--- src/rtl/kmc_pkg.sv ---
// Katakana mora counter: shared types, constants and the character classifier.
// Depends on nothing; every other file of the block refers to it by scoped names.
package kmc_pkg;

    // Field widths
    localparam int CHAR_WIDTH   = 16;
    localparam int ACCENT_WIDTH = 8;
    localparam int COUNT_WIDTH  = 8;
    localparam int STATUS_WIDTH = 3;

    // Defaults for the top-level parameters
    localparam int MORA_COUNT_MAX_DEFAULT = 255;
    localparam int QUEUE_DEPTH_DEFAULT    = 4;

    // Code points
    localparam logic [CHAR_WIDTH-1:0] KATAKANA_FIRST = 16'h30A1;
    localparam logic [CHAR_WIDTH-1:0] KATAKANA_LAST  = 16'h30F4;
    localparam logic [CHAR_WIDTH-1:0] LONG_MARK      = 16'h30FC;
    localparam logic [CHAR_WIDTH-1:0] SMALL_TSU      = 16'h30C3;
    localparam logic [CHAR_WIDTH-1:0] SMALL_WA       = 16'h30EE;
    localparam logic [CHAR_WIDTH-1:0] KANA_KU        = 16'h30AF;
    localparam logic [CHAR_WIDTH-1:0] KANA_GU        = 16'h30B0;
    localparam logic [CHAR_WIDTH-1:0] SMALL_A        = 16'h30A1;
    localparam logic [CHAR_WIDTH-1:0] SMALL_I        = 16'h30A3;
    localparam logic [CHAR_WIDTH-1:0] SMALL_U        = 16'h30A5;
    localparam logic [CHAR_WIDTH-1:0] SMALL_E        = 16'h30A7;
    localparam logic [CHAR_WIDTH-1:0] SMALL_O        = 16'h30A9;
    localparam logic [CHAR_WIDTH-1:0] SMALL_YA       = 16'h30E3;
    localparam logic [CHAR_WIDTH-1:0] SMALL_YU       = 16'h30E5;
    localparam logic [CHAR_WIDTH-1:0] SMALL_YO       = 16'h30E7;

    // Class of one character, decided in the front part
    typedef enum logic [2:0] {
        CLS_NOT_KANA,
        CLS_PLAIN,
        CLS_KU_GU,
        CLS_SMALL_TSU,
        CLS_SMALL_VOWEL,
        CLS_SMALL_WA
    } char_class_t;

    // Kind of the previous character, kept in the back part
    typedef enum logic [1:0] {
        KIND_PLAIN,
        KIND_KU_GU,
        KIND_SMALL,
        KIND_SMALL_TSU
    } prev_kind_t;

    // Result status codes
    typedef enum logic [STATUS_WIDTH-1:0] {
        STATUS_OK          = 3'd0,
        STATUS_NOT_KANA    = 3'd1,
        STATUS_SMALL_PAIR  = 3'd2,
        STATUS_MISPLACE_WA = 3'd3,
        STATUS_BAD_ACCENT  = 3'd4
    } status_t;

    // One classified beat travelling from front to back
    typedef struct packed {
        char_class_t              cls;
        logic                     last_char;
        logic [ACCENT_WIDTH-1:0]  accent_pos;
    } front_item_t;

    localparam int ITEM_WIDTH = $bits(front_item_t);

    // Queue status seen by the top level
    typedef struct packed {
        logic full;
        logic empty;
    } queue_status_t;

    // Map a code point to its class
    function automatic char_class_t classify(input logic [CHAR_WIDTH-1:0] c);
        logic katakana;
        logic small_vowel;
        char_class_t cls;
        katakana = ((c >= KATAKANA_FIRST) && (c <= KATAKANA_LAST)) || (c == LONG_MARK);
        small_vowel = (c == SMALL_A) || (c == SMALL_I) || (c == SMALL_U) ||
                      (c == SMALL_E) || (c == SMALL_O) || (c == SMALL_YA) ||
                      (c == SMALL_YU) || (c == SMALL_YO);
        if (!katakana)
            cls = CLS_NOT_KANA;
        else if (c == SMALL_TSU)
            cls = CLS_SMALL_TSU;
        else if (c == SMALL_WA)
            cls = CLS_SMALL_WA;
        else if (small_vowel)
            cls = CLS_SMALL_VOWEL;
        else if ((c == KANA_KU) || (c == KANA_GU))
            cls = CLS_KU_GU;
        else
            cls = CLS_PLAIN;
        return cls;
    endfunction

endpackage

--- src/rtl/kmc_ifs.sv ---
// Katakana mora counter: valid/ready channel interfaces for characters and results.
// Depends on kmc_pkg for field widths.
interface kmc_in_if;
    logic                              valid;
    logic                              ready;
    logic [kmc_pkg::CHAR_WIDTH-1:0]    char_code;
    logic                              last_char;
    logic [kmc_pkg::ACCENT_WIDTH-1:0]  accent_pos;

    modport source (output valid, output char_code, output last_char, output accent_pos,
                    input ready);
    modport sink (input valid, input char_code, input last_char, input accent_pos,
                  output ready);
endinterface

interface kmc_out_if;
    logic                              valid;
    logic                              ready;
    logic [kmc_pkg::COUNT_WIDTH-1:0]   morae;
    logic [kmc_pkg::STATUS_WIDTH-1:0]  status;
    logic                              word_end;

    modport source (output valid, output morae, output status, output word_end,
                    input ready);
    modport sink (input valid, input morae, input status, input word_end,
                  output ready);
endinterface

--- src/rtl/kmc_front.sv ---
// Katakana mora counter front part: accepts characters, classifies them, registers the beat.
// Depends on kmc_pkg and kmc_ifs.
module kmc_front (
    input  logic                  clk,
    input  logic                  rst_n,
    kmc_in_if.sink                char_in,
    output kmc_pkg::front_item_t  item,
    output logic                  item_valid,
    input  logic                  item_ready
);

    logic                  valid_reg;
    logic                  valid_next;
    kmc_pkg::front_item_t  item_reg;
    kmc_pkg::front_item_t  item_next;
    logic                  take;

    // Stage register frees up whenever the queue takes its beat
    assign char_in.ready = !valid_reg || item_ready;
    assign take          = char_in.valid && char_in.ready;

    always_comb
    begin
        item_next.cls        = kmc_pkg::classify(char_in.char_code);
        item_next.last_char  = char_in.last_char;
        item_next.accent_pos = char_in.accent_pos;
        valid_next           = take || (valid_reg && !item_ready);
    end

    always_ff @(posedge clk or negedge rst_n)
    begin
        if (!rst_n)
            valid_reg <= 1'b0;
        else
            valid_reg <= valid_next;
    end

    // Payload needs no reset
    always_ff @(posedge clk)
    begin
        if (take)
            item_reg <= item_next;
    end

    assign item       = item_reg;
    assign item_valid = valid_reg;

endmodule

--- src/rtl/kmc_queue.sv ---
// Katakana mora counter: short register queue between the front and back parts.
// Depends on kmc_pkg.
module kmc_queue #(
    parameter int DEPTH = kmc_pkg::QUEUE_DEPTH_DEFAULT
) (
    input  logic                    clk,
    input  logic                    rst_n,
    input  kmc_pkg::front_item_t    push_item,
    input  logic                    push_valid,
    output logic                    push_ready,
    output kmc_pkg::front_item_t    pop_item,
    output logic                    pop_valid,
    input  logic                    pop_ready,
    output kmc_pkg::queue_status_t  status
);

    localparam int PTR_WIDTH = (DEPTH > 1) ? $clog2(DEPTH) : 1;
    localparam int CNT_WIDTH = $clog2(DEPTH + 1);
    localparam logic [PTR_WIDTH-1:0] PTR_LAST = PTR_WIDTH'(DEPTH - 1);
    localparam logic [CNT_WIDTH-1:0] CNT_FULL = CNT_WIDTH'(DEPTH);

    kmc_pkg::front_item_t  slot_reg [DEPTH];
    logic [PTR_WIDTH-1:0]  wr_ptr_reg;
    logic [PTR_WIDTH-1:0]  wr_ptr_next;
    logic [PTR_WIDTH-1:0]  rd_ptr_reg;
    logic [PTR_WIDTH-1:0]  rd_ptr_next;
    logic [CNT_WIDTH-1:0]  count_reg;
    logic [CNT_WIDTH-1:0]  count_next;
    logic                  push;
    logic                  pop;

    assign status.full  = (count_reg == CNT_FULL);
    assign status.empty = (count_reg == '0);
    assign push_ready   = !status.full;
    assign pop_valid    = !status.empty;
    assign push         = push_valid && push_ready;
    assign pop          = pop_valid && pop_ready;
    assign pop_item     = slot_reg[rd_ptr_reg];

    // Pointer wrap works for any depth
    always_comb
    begin
        wr_ptr_next = wr_ptr_reg;
        rd_ptr_next = rd_ptr_reg;
        count_next  = count_reg;
        if (push)
            wr_ptr_next = (wr_ptr_reg == PTR_LAST) ? '0 : wr_ptr_reg + 1'b1;
        if (pop)
            rd_ptr_next = (rd_ptr_reg == PTR_LAST) ? '0 : rd_ptr_reg + 1'b1;
        if (push && !pop)
            count_next = count_reg + 1'b1;
        else if (pop && !push)
            count_next = count_reg - 1'b1;
    end

    always_ff @(posedge clk or negedge rst_n)
    begin
        if (!rst_n)
        begin
            wr_ptr_reg <= '0;
            rd_ptr_reg <= '0;
            count_reg  <= '0;
        end
        else
        begin
            wr_ptr_reg <= wr_ptr_next;
            rd_ptr_reg <= rd_ptr_next;
            count_reg  <= count_next;
        end
    end

    always_ff @(posedge clk)
    begin
        if (push)
            slot_reg[wr_ptr_reg] <= push_item;
    end

endmodule

--- src/rtl/kmc_back.sv ---
// Katakana mora counter back part: word state, error latch, mora count, result register.
// Depends on kmc_pkg and kmc_ifs.
module kmc_back #(
    parameter int MORA_COUNT_MAX = kmc_pkg::MORA_COUNT_MAX_DEFAULT
) (
    input  logic                  clk,
    input  logic                  rst_n,
    input  kmc_pkg::front_item_t  item,
    input  logic                  item_valid,
    output logic                  item_ready,
    kmc_out_if.source             result_out
);

    localparam int COUNT_FULL = (1 << kmc_pkg::COUNT_WIDTH) - 1;
    localparam int LIMIT_INT  = (MORA_COUNT_MAX > COUNT_FULL) ? COUNT_FULL : MORA_COUNT_MAX;
    localparam logic [kmc_pkg::COUNT_WIDTH-1:0] COUNT_LIMIT = kmc_pkg::COUNT_WIDTH'(LIMIT_INT);

    kmc_pkg::prev_kind_t                kind_reg;
    kmc_pkg::prev_kind_t                kind_next;
    logic [kmc_pkg::COUNT_WIDTH-1:0]    total_reg;
    logic [kmc_pkg::COUNT_WIDTH-1:0]    total_next;
    kmc_pkg::status_t                   error_reg;
    kmc_pkg::status_t                   error_next;
    logic                               out_valid_reg;
    logic                               out_valid_next;
    logic [kmc_pkg::COUNT_WIDTH-1:0]    out_count_reg;
    kmc_pkg::status_t                   out_status_reg;
    logic                               out_end_reg;

    kmc_pkg::prev_kind_t                kind_new;
    kmc_pkg::status_t                   err_char;
    kmc_pkg::status_t                   err_word;
    logic [kmc_pkg::COUNT_WIDTH-1:0]    total_new;
    logic                               counts;
    logic                               prev_small;
    logic                               take;

    // Result register parts the queue from the consumer
    assign item_ready = !out_valid_reg || result_out.ready;
    assign take       = item_valid && item_ready;

    // Per-character checks
    always_comb
    begin
        prev_small = (kind_reg == kmc_pkg::KIND_SMALL) || (kind_reg == kmc_pkg::KIND_SMALL_TSU);
        err_char   = kmc_pkg::STATUS_OK;
        kind_new   = kmc_pkg::KIND_PLAIN;
        counts     = 1'b1;
        unique case (item.cls)
            kmc_pkg::CLS_NOT_KANA:
            begin
                err_char = kmc_pkg::STATUS_NOT_KANA;
            end
            kmc_pkg::CLS_SMALL_TSU:
            begin
                if (kind_reg == kmc_pkg::KIND_SMALL_TSU)
                    err_char = kmc_pkg::STATUS_SMALL_PAIR;
                kind_new = kmc_pkg::KIND_SMALL_TSU;
            end
            kmc_pkg::CLS_SMALL_VOWEL:
            begin
                if (prev_small)
                    err_char = kmc_pkg::STATUS_SMALL_PAIR;
                kind_new = kmc_pkg::KIND_SMALL;
                counts   = 1'b0;
            end
            kmc_pkg::CLS_SMALL_WA:
            begin
                if (prev_small)
                    err_char = kmc_pkg::STATUS_SMALL_PAIR;
                else if (kind_reg != kmc_pkg::KIND_KU_GU)
                    err_char = kmc_pkg::STATUS_MISPLACE_WA;
                kind_new = kmc_pkg::KIND_SMALL;
                counts   = 1'b0;
            end
            kmc_pkg::CLS_KU_GU:
            begin
                kind_new = kmc_pkg::KIND_KU_GU;
            end
            kmc_pkg::CLS_PLAIN:
            begin
                kind_new = kmc_pkg::KIND_PLAIN;
            end
            default:
            begin
                kind_new = kmc_pkg::KIND_PLAIN;
            end
        endcase

        // Saturating count
        total_new = (counts && (total_reg < COUNT_LIMIT)) ? total_reg + 1'b1 : total_reg;

        // First error wins; accent check only at the end of the word
        err_word = (error_reg != kmc_pkg::STATUS_OK) ? error_reg : err_char;
        if (item.last_char && (item.accent_pos > total_new) &&
            (err_word == kmc_pkg::STATUS_OK))
            err_word = kmc_pkg::STATUS_BAD_ACCENT;

        // Word state; cleared after the last character
        kind_next  = kind_reg;
        total_next = total_reg;
        error_next = error_reg;
        if (take)
        begin
            if (item.last_char)
            begin
                kind_next  = kmc_pkg::KIND_PLAIN;
                total_next = '0;
                error_next = kmc_pkg::STATUS_OK;
            end
            else
            begin
                kind_next  = kind_new;
                total_next = total_new;
                error_next = err_word;
            end
        end

        out_valid_next = take || (out_valid_reg && !result_out.ready);
    end

    always_ff @(posedge clk or negedge rst_n)
    begin
        if (!rst_n)
        begin
            kind_reg      <= kmc_pkg::KIND_PLAIN;
            total_reg     <= '0;
            error_reg     <= kmc_pkg::STATUS_OK;
            out_valid_reg <= 1'b0;
        end
        else
        begin
            kind_reg      <= kind_next;
            total_reg     <= total_next;
            error_reg     <= error_next;
            out_valid_reg <= out_valid_next;
        end
    end

    // Result payload
    always_ff @(posedge clk)
    begin
        if (take)
        begin
            out_count_reg  <= total_new;
            out_status_reg <= err_word;
            out_end_reg    <= item.last_char;
        end
    end

    assign result_out.valid    = out_valid_reg;
    assign result_out.morae    = out_count_reg;
    assign result_out.status   = out_status_reg;
    assign result_out.word_end = out_end_reg;

endmodule

--- src/rtl/katakana_mora_counter_unit.sv ---
// Katakana mora counter top level: front classifier, queue, back counter, assertions.
// Depends on kmc_pkg, kmc_ifs, kmc_front, kmc_queue and kmc_back.

// Takes one katakana code point per beat (with a last-character flag and the word's
// accent type) and returns one result per character: the mora count so far, the first
// error of the word and a word_end flag that marks the final status. One character is
// accepted every clock cycle while the queue has room; a character passes through the
// classifier register, a queue slot and the result register before its result is
// offered. The queue of QUEUE_DEPTH beats lets the input keep flowing while the result
// side is stalled, until the queue fills. The count saturates at the smaller of
// MORA_COUNT_MAX and 255.
module katakana_mora_counter_unit #(
    parameter int MORA_COUNT_MAX = kmc_pkg::MORA_COUNT_MAX_DEFAULT,
    parameter int QUEUE_DEPTH    = kmc_pkg::QUEUE_DEPTH_DEFAULT
) (
    input  logic        clk,
    input  logic        rst_n,
    kmc_in_if.sink      char_in,
    kmc_out_if.source   result_out
);

    kmc_pkg::front_item_t    front_item;
    logic                    front_valid;
    logic                    front_ready;
    kmc_pkg::front_item_t    back_item;
    logic                    back_valid;
    logic                    back_ready;
    kmc_pkg::queue_status_t  q_status;

    kmc_front u_front (
        .clk        (clk),
        .rst_n      (rst_n),
        .char_in    (char_in),
        .item       (front_item),
        .item_valid (front_valid),
        .item_ready (front_ready)
    );

    kmc_queue #(
        .DEPTH (QUEUE_DEPTH)
    ) u_queue (
        .clk        (clk),
        .rst_n      (rst_n),
        .push_item  (front_item),
        .push_valid (front_valid),
        .push_ready (front_ready),
        .pop_item   (back_item),
        .pop_valid  (back_valid),
        .pop_ready  (back_ready),
        .status     (q_status)
    );

    kmc_back #(
        .MORA_COUNT_MAX (MORA_COUNT_MAX)
    ) u_back (
        .clk        (clk),
        .rst_n      (rst_n),
        .item       (back_item),
        .item_valid (back_valid),
        .item_ready (back_ready),
        .result_out (result_out)
    );

    // Queue never claims to be full and empty at once
    assert property (@(posedge clk) disable iff (!rst_n)
        !(q_status.full && q_status.empty))
        else $error("queue full and empty together");

    // A full queue stalls the front stage
    assert property (@(posedge clk) disable iff (!rst_n)
        q_status.full |-> !front_ready)
        else $error("queue accepted a beat while full");

    // Status codes stay within the defined set
    assert property (@(posedge clk) disable iff (!rst_n)
        result_out.valid |-> (result_out.status <= kmc_pkg::STATUS_BAD_ACCENT))
        else $error("result status out of range");

    // A bad accent is only reported on the closing beat of a word
    assert property (@(posedge clk) disable iff (!rst_n)
        (result_out.valid && (result_out.status == kmc_pkg::STATUS_BAD_ACCENT))
        |-> result_out.word_end)
        else $error("bad accent reported before word end");

endmodule
--- src/flat_wrapper.sv ---
// flat-port wrapper written by rule: the top's interface ports become plain ports
module katakana_mora_counter_unit_flat 
#(
    parameter int MORA_COUNT_MAX = kmc_pkg::MORA_COUNT_MAX_DEFAULT,
    parameter int QUEUE_DEPTH    = kmc_pkg::QUEUE_DEPTH_DEFAULT
)
  (clk, rst_n, char_in_valid, char_in_char_code, char_in_last_char, char_in_accent_pos, char_in_ready, result_out_valid, result_out_morae, result_out_status, result_out_word_end, result_out_ready);
  kmc_in_if char_in_i ();
  kmc_out_if result_out_i ();
  input  logic clk;
  input  logic rst_n;
  input wire logic [$bits(char_in_i.valid)-1:0] char_in_valid;
  input wire logic [$bits(char_in_i.char_code)-1:0] char_in_char_code;
  input wire logic [$bits(char_in_i.last_char)-1:0] char_in_last_char;
  input wire logic [$bits(char_in_i.accent_pos)-1:0] char_in_accent_pos;
  output wire logic [$bits(char_in_i.ready)-1:0] char_in_ready;
  output wire logic [$bits(result_out_i.valid)-1:0] result_out_valid;
  output wire logic [$bits(result_out_i.morae)-1:0] result_out_morae;
  output wire logic [$bits(result_out_i.status)-1:0] result_out_status;
  output wire logic [$bits(result_out_i.word_end)-1:0] result_out_word_end;
  input wire logic [$bits(result_out_i.ready)-1:0] result_out_ready;
  assign char_in_i.valid = char_in_valid;
  assign char_in_i.char_code = char_in_char_code;
  assign char_in_i.last_char = char_in_last_char;
  assign char_in_i.accent_pos = char_in_accent_pos;
  assign char_in_ready = char_in_i.ready;
  assign result_out_valid = result_out_i.valid;
  assign result_out_morae = result_out_i.morae;
  assign result_out_status = result_out_i.status;
  assign result_out_word_end = result_out_i.word_end;
  assign result_out_i.ready = result_out_ready;
  katakana_mora_counter_unit #(.MORA_COUNT_MAX(MORA_COUNT_MAX), .QUEUE_DEPTH(QUEUE_DEPTH)) u_core (.clk(clk), .rst_n(rst_n), .char_in(char_in_i), .result_out(result_out_i));
endmodule
--- config.mk ---
export PLATFORM = sky130hd
export DESIGN_NAME = katakana_mora_counter_unit_flat
export DESIGN_NICKNAME = d
export VERILOG_FILES = /design/src/rtl/kmc_pkg.sv /design/src/rtl/kmc_ifs.sv /design/src/rtl/kmc_front.sv /design/src/rtl/kmc_queue.sv /design/src/rtl/kmc_back.sv /design/src/rtl/katakana_mora_counter_unit.sv /design/src/flat_wrapper.sv
export SDC_FILE = /design/constraint.sdc
export NUM_CORES = 1
export LEC_CHECK = 0
export BUFFER_PORTS_ARGS = -buffer_cell sky130_fd_sc_hd__buf_2
export CORE_UTILIZATION = 45
export CTS_BUF_LIST = sky130_fd_sc_hd__clkbuf_16
export DETAILED_ROUTE_END_ITERATION = 12
export PLACE_DENSITY = 0.62
export SETUP_SLACK_MARGIN = 0.3
export SKIP_LAST_GASP = 1
export SLEW_MARGIN = 10
export SYNTH_ARGS = -nofsm -noshare
export SYNTH_HDL_FRONTEND = slang
export SYNTH_HIERARCHICAL = 1
export SYNTH_SLANG_ARGS = --single-unit
--- constraint.sdc ---
create_clock -name clk -period 6.96 [get_ports clk]
set_clock_uncertainty 0.2 [all_clocks]
set_input_delay 0.348 -clock clk [delete_from_list [all_inputs] [get_ports clk]]
set_output_delay 0.348 -clock clk [all_outputs]
set_load 0.05 [all_outputs]
==> results.toml <==
[outcome]
status = "finished, final reports clean"

[min_path]
min_from = "char_in_valid"
hold_path_depth = 2
hp-class = "in2reg"
min_to = "u_core/u_front/item_valid"

[sta]
min_period_ps = 4680
tightest_slew_ps = 805
drv_slew = 0
rsz0062_at_grt = "false"
fin_tns_setup_ps = 0
holdWs_ps = 7.72
post-route-period-util_pct = 67.3
relSlewSlack_pct = 46.3
hold_viol = 0
setup_viol = 0
max_freq_mhz = 214

[route]
ant_nets = 0
vias = 2433
drtPass1Iterations = 4
postRouteWirelength_um = 7130
wl_per_cell_um = 15.7
drt_iter0_markers = 104
via_per_inst = 5.36
drc_errors = 0

[setup_path]
r2r_cells = 12
crit_path_end_kind = "flip-flop"
startpoint_type = "flip-flop"
cpPeakStageDelay_ps = 860
cpMostUsedCell = "nor4_1"
worst-path-buf-inv = 1
path_class = "reg2reg"
r2r-end = "u_core/u_back/result_out.status[2]"
cpLargestDelayFamily = "simple AND/OR/NAND/NOR gates"
crit_path_top_delay_cell = "dfrtp_1"
worstPathCellList = "mux4_2, and2b_4, nor4_1, and3_1, xor2_1, inv_1, ha_1, and4_1, a221oi_1, nor4_1, o31a_1, a311o_1"
critPathMaxFanout = 15
r2r_setup_slack_ps = 2280
rr_startpoint = "u_core/u_queue/rd_ptr_reg[0]"
arrival_ps = 4560
cp.required_ps = 6840

[pwr]
p_leak_nw = 1.90
p_per_area_nw_per_um2 = 426
vdd_drop_max_mv = 0.197

[global_route]
use_met2_pct = 26.4
gr-usage-met3_pct = 3.05
busiest_layer = "met2"
track_usage_pct = 16.1
grt_pass1_wl_um = 11800
overflow = 0
grt_pass1_vias = 2348
use_met1_pct = 21.2
grt_start_max_net_pins = 23
antenna_found_initial = 0

[cells_and_area]
fin_area_um2 = 4880
mostFrequentLayoutCell = "edfxtp_1"
syn2layout_area_growth_pct = 15.9
utilization_pct = 54.9
fillers = 750
final_nets = 384
drive_gt1_share_pct = 25.4
diodes = 0
largest_reg_flops = 48
final_cell_mix = "72 x edfxtp_1, 42 x buf_2, 22 x dfrtp_1"

[clock_tree]
htreeDepth = 3
path_clk_slew_ps = 60
cts_buffers = 9
ctsHoldBuffers = 10
cts-resized-gates = 0
cts_tree = "built"
postCtsSetupBuffers = 0
root_buffer = "clkbuf_16"
clock_latency_ps = 330
clkSinkCount = 94
clockBufferDepth = 2

[floorplan]
pin_count = 43
die_area_um2 = 9740
start_util_pct = 47.3
fp.coreArea_um2 = 8890
dieHeight_um = 98.7
rows = 34
dieWidth_um = 98.7

[yosys]
syn_area_um2 = 4210
synthesis.nets = 328
avgSynthCellArea_um2 = 14.8
yosys_warnings = 6
syn_inst = 285

[placed_design]
io_buffers = 42
gp_congestion = 0.860
post-dp-hpwl_um = 4940
dpl_cell_area_um2 = 4510

[flow_run]
cap_violations = 0
worst register-to-register path, delay by kind of cell, from the launching register on:
family | cells | cell delay [ps]
and+or+nand+nor | 5 | 1390
DFF | 1 | 860
AOI/OAI and AO/OA | 3 | 730
muxes | 1 | 670
adders and majority gates | 1 | 290
xor gates and xnor gates | 1 | 210
buffers and inverters | 1 | 70
where the power goes:
| group | switching [mW] | internal [mW] | leakage (nW) | total [mW] |
|---|---|---|---|---|
| clock | 0.200 | 0.240 | 0.136 | 0.440 |
| sequential | 0.104 | 0.780 | 0.962 | 0.884 |
| combinational | 0.433 | 0.321 | 0.799 | 0.754 |
| total | 0.737 | 1.34 | 1.90 | 2.08 |
per-layer routing:
metal | wire, um | vias to the layer above
met5 | 0 | -
met4 | 125 | 0
met3 | 233 | 8
met2 | 3400 | 54
met1 | 3360 | 1176
li1 | - | 1195
through the flow:
step / total power [mW] / cells / setup slack (ps)
after global placement: 1.63 / 428 / 2430
after floorplan: 1.47 / 285 / 2770
final: 2.08 / 454 / 2280
after detailed placement: 1.65 / 428 / 2320
after global routing: 2.20 / 454 / 2010
after CTS: 2.10 / 454 / 2250
layout make-up:
class | instances | area [um^2] | area share, %
clock buffer | 9 | 225 | 4.62
inverter | 17 | 63.8 | 1.31
clock inverter | 7 | 43.8 | 0.898
tap | 108 | 135 | 2.77
multi-input combinational | 167 | 1390 | 28.4
timing repair buffer | 52 | 310 | 6.36
sequential | 94 | 2710 | 55.6
worst max-delay path by stage:
stage                                  from                                 end  slack (ps)  cells past startpoint
3_3_place_gp   u_core/u_queue/rd_ptr_reg[0]  u_core/u_back/result_out.status[2]        2430                     11
5_1_grt        u_core/u_queue/rd_ptr_reg[0]  u_core/u_back/result_out.status[2]        2010                     11
3_5_place_dp   u_core/u_queue/rd_ptr_reg[0]  u_core/u_back/result_out.status[2]        2320                     11
2_1_floorplan  u_core/u_queue/rd_ptr_reg[0]  u_core/u_back/result_out.status[2]        2770                     13
6_report       u_core/u_queue/rd_ptr_reg[0]  u_core/u_back/result_out.status[2]        2280                     12
4_1_cts        u_core/u_queue/rd_ptr_reg[0]  u_core/u_back/result_out.status[2]        2250                     12
Note: power is estimated with default switching activity, not from simulation.
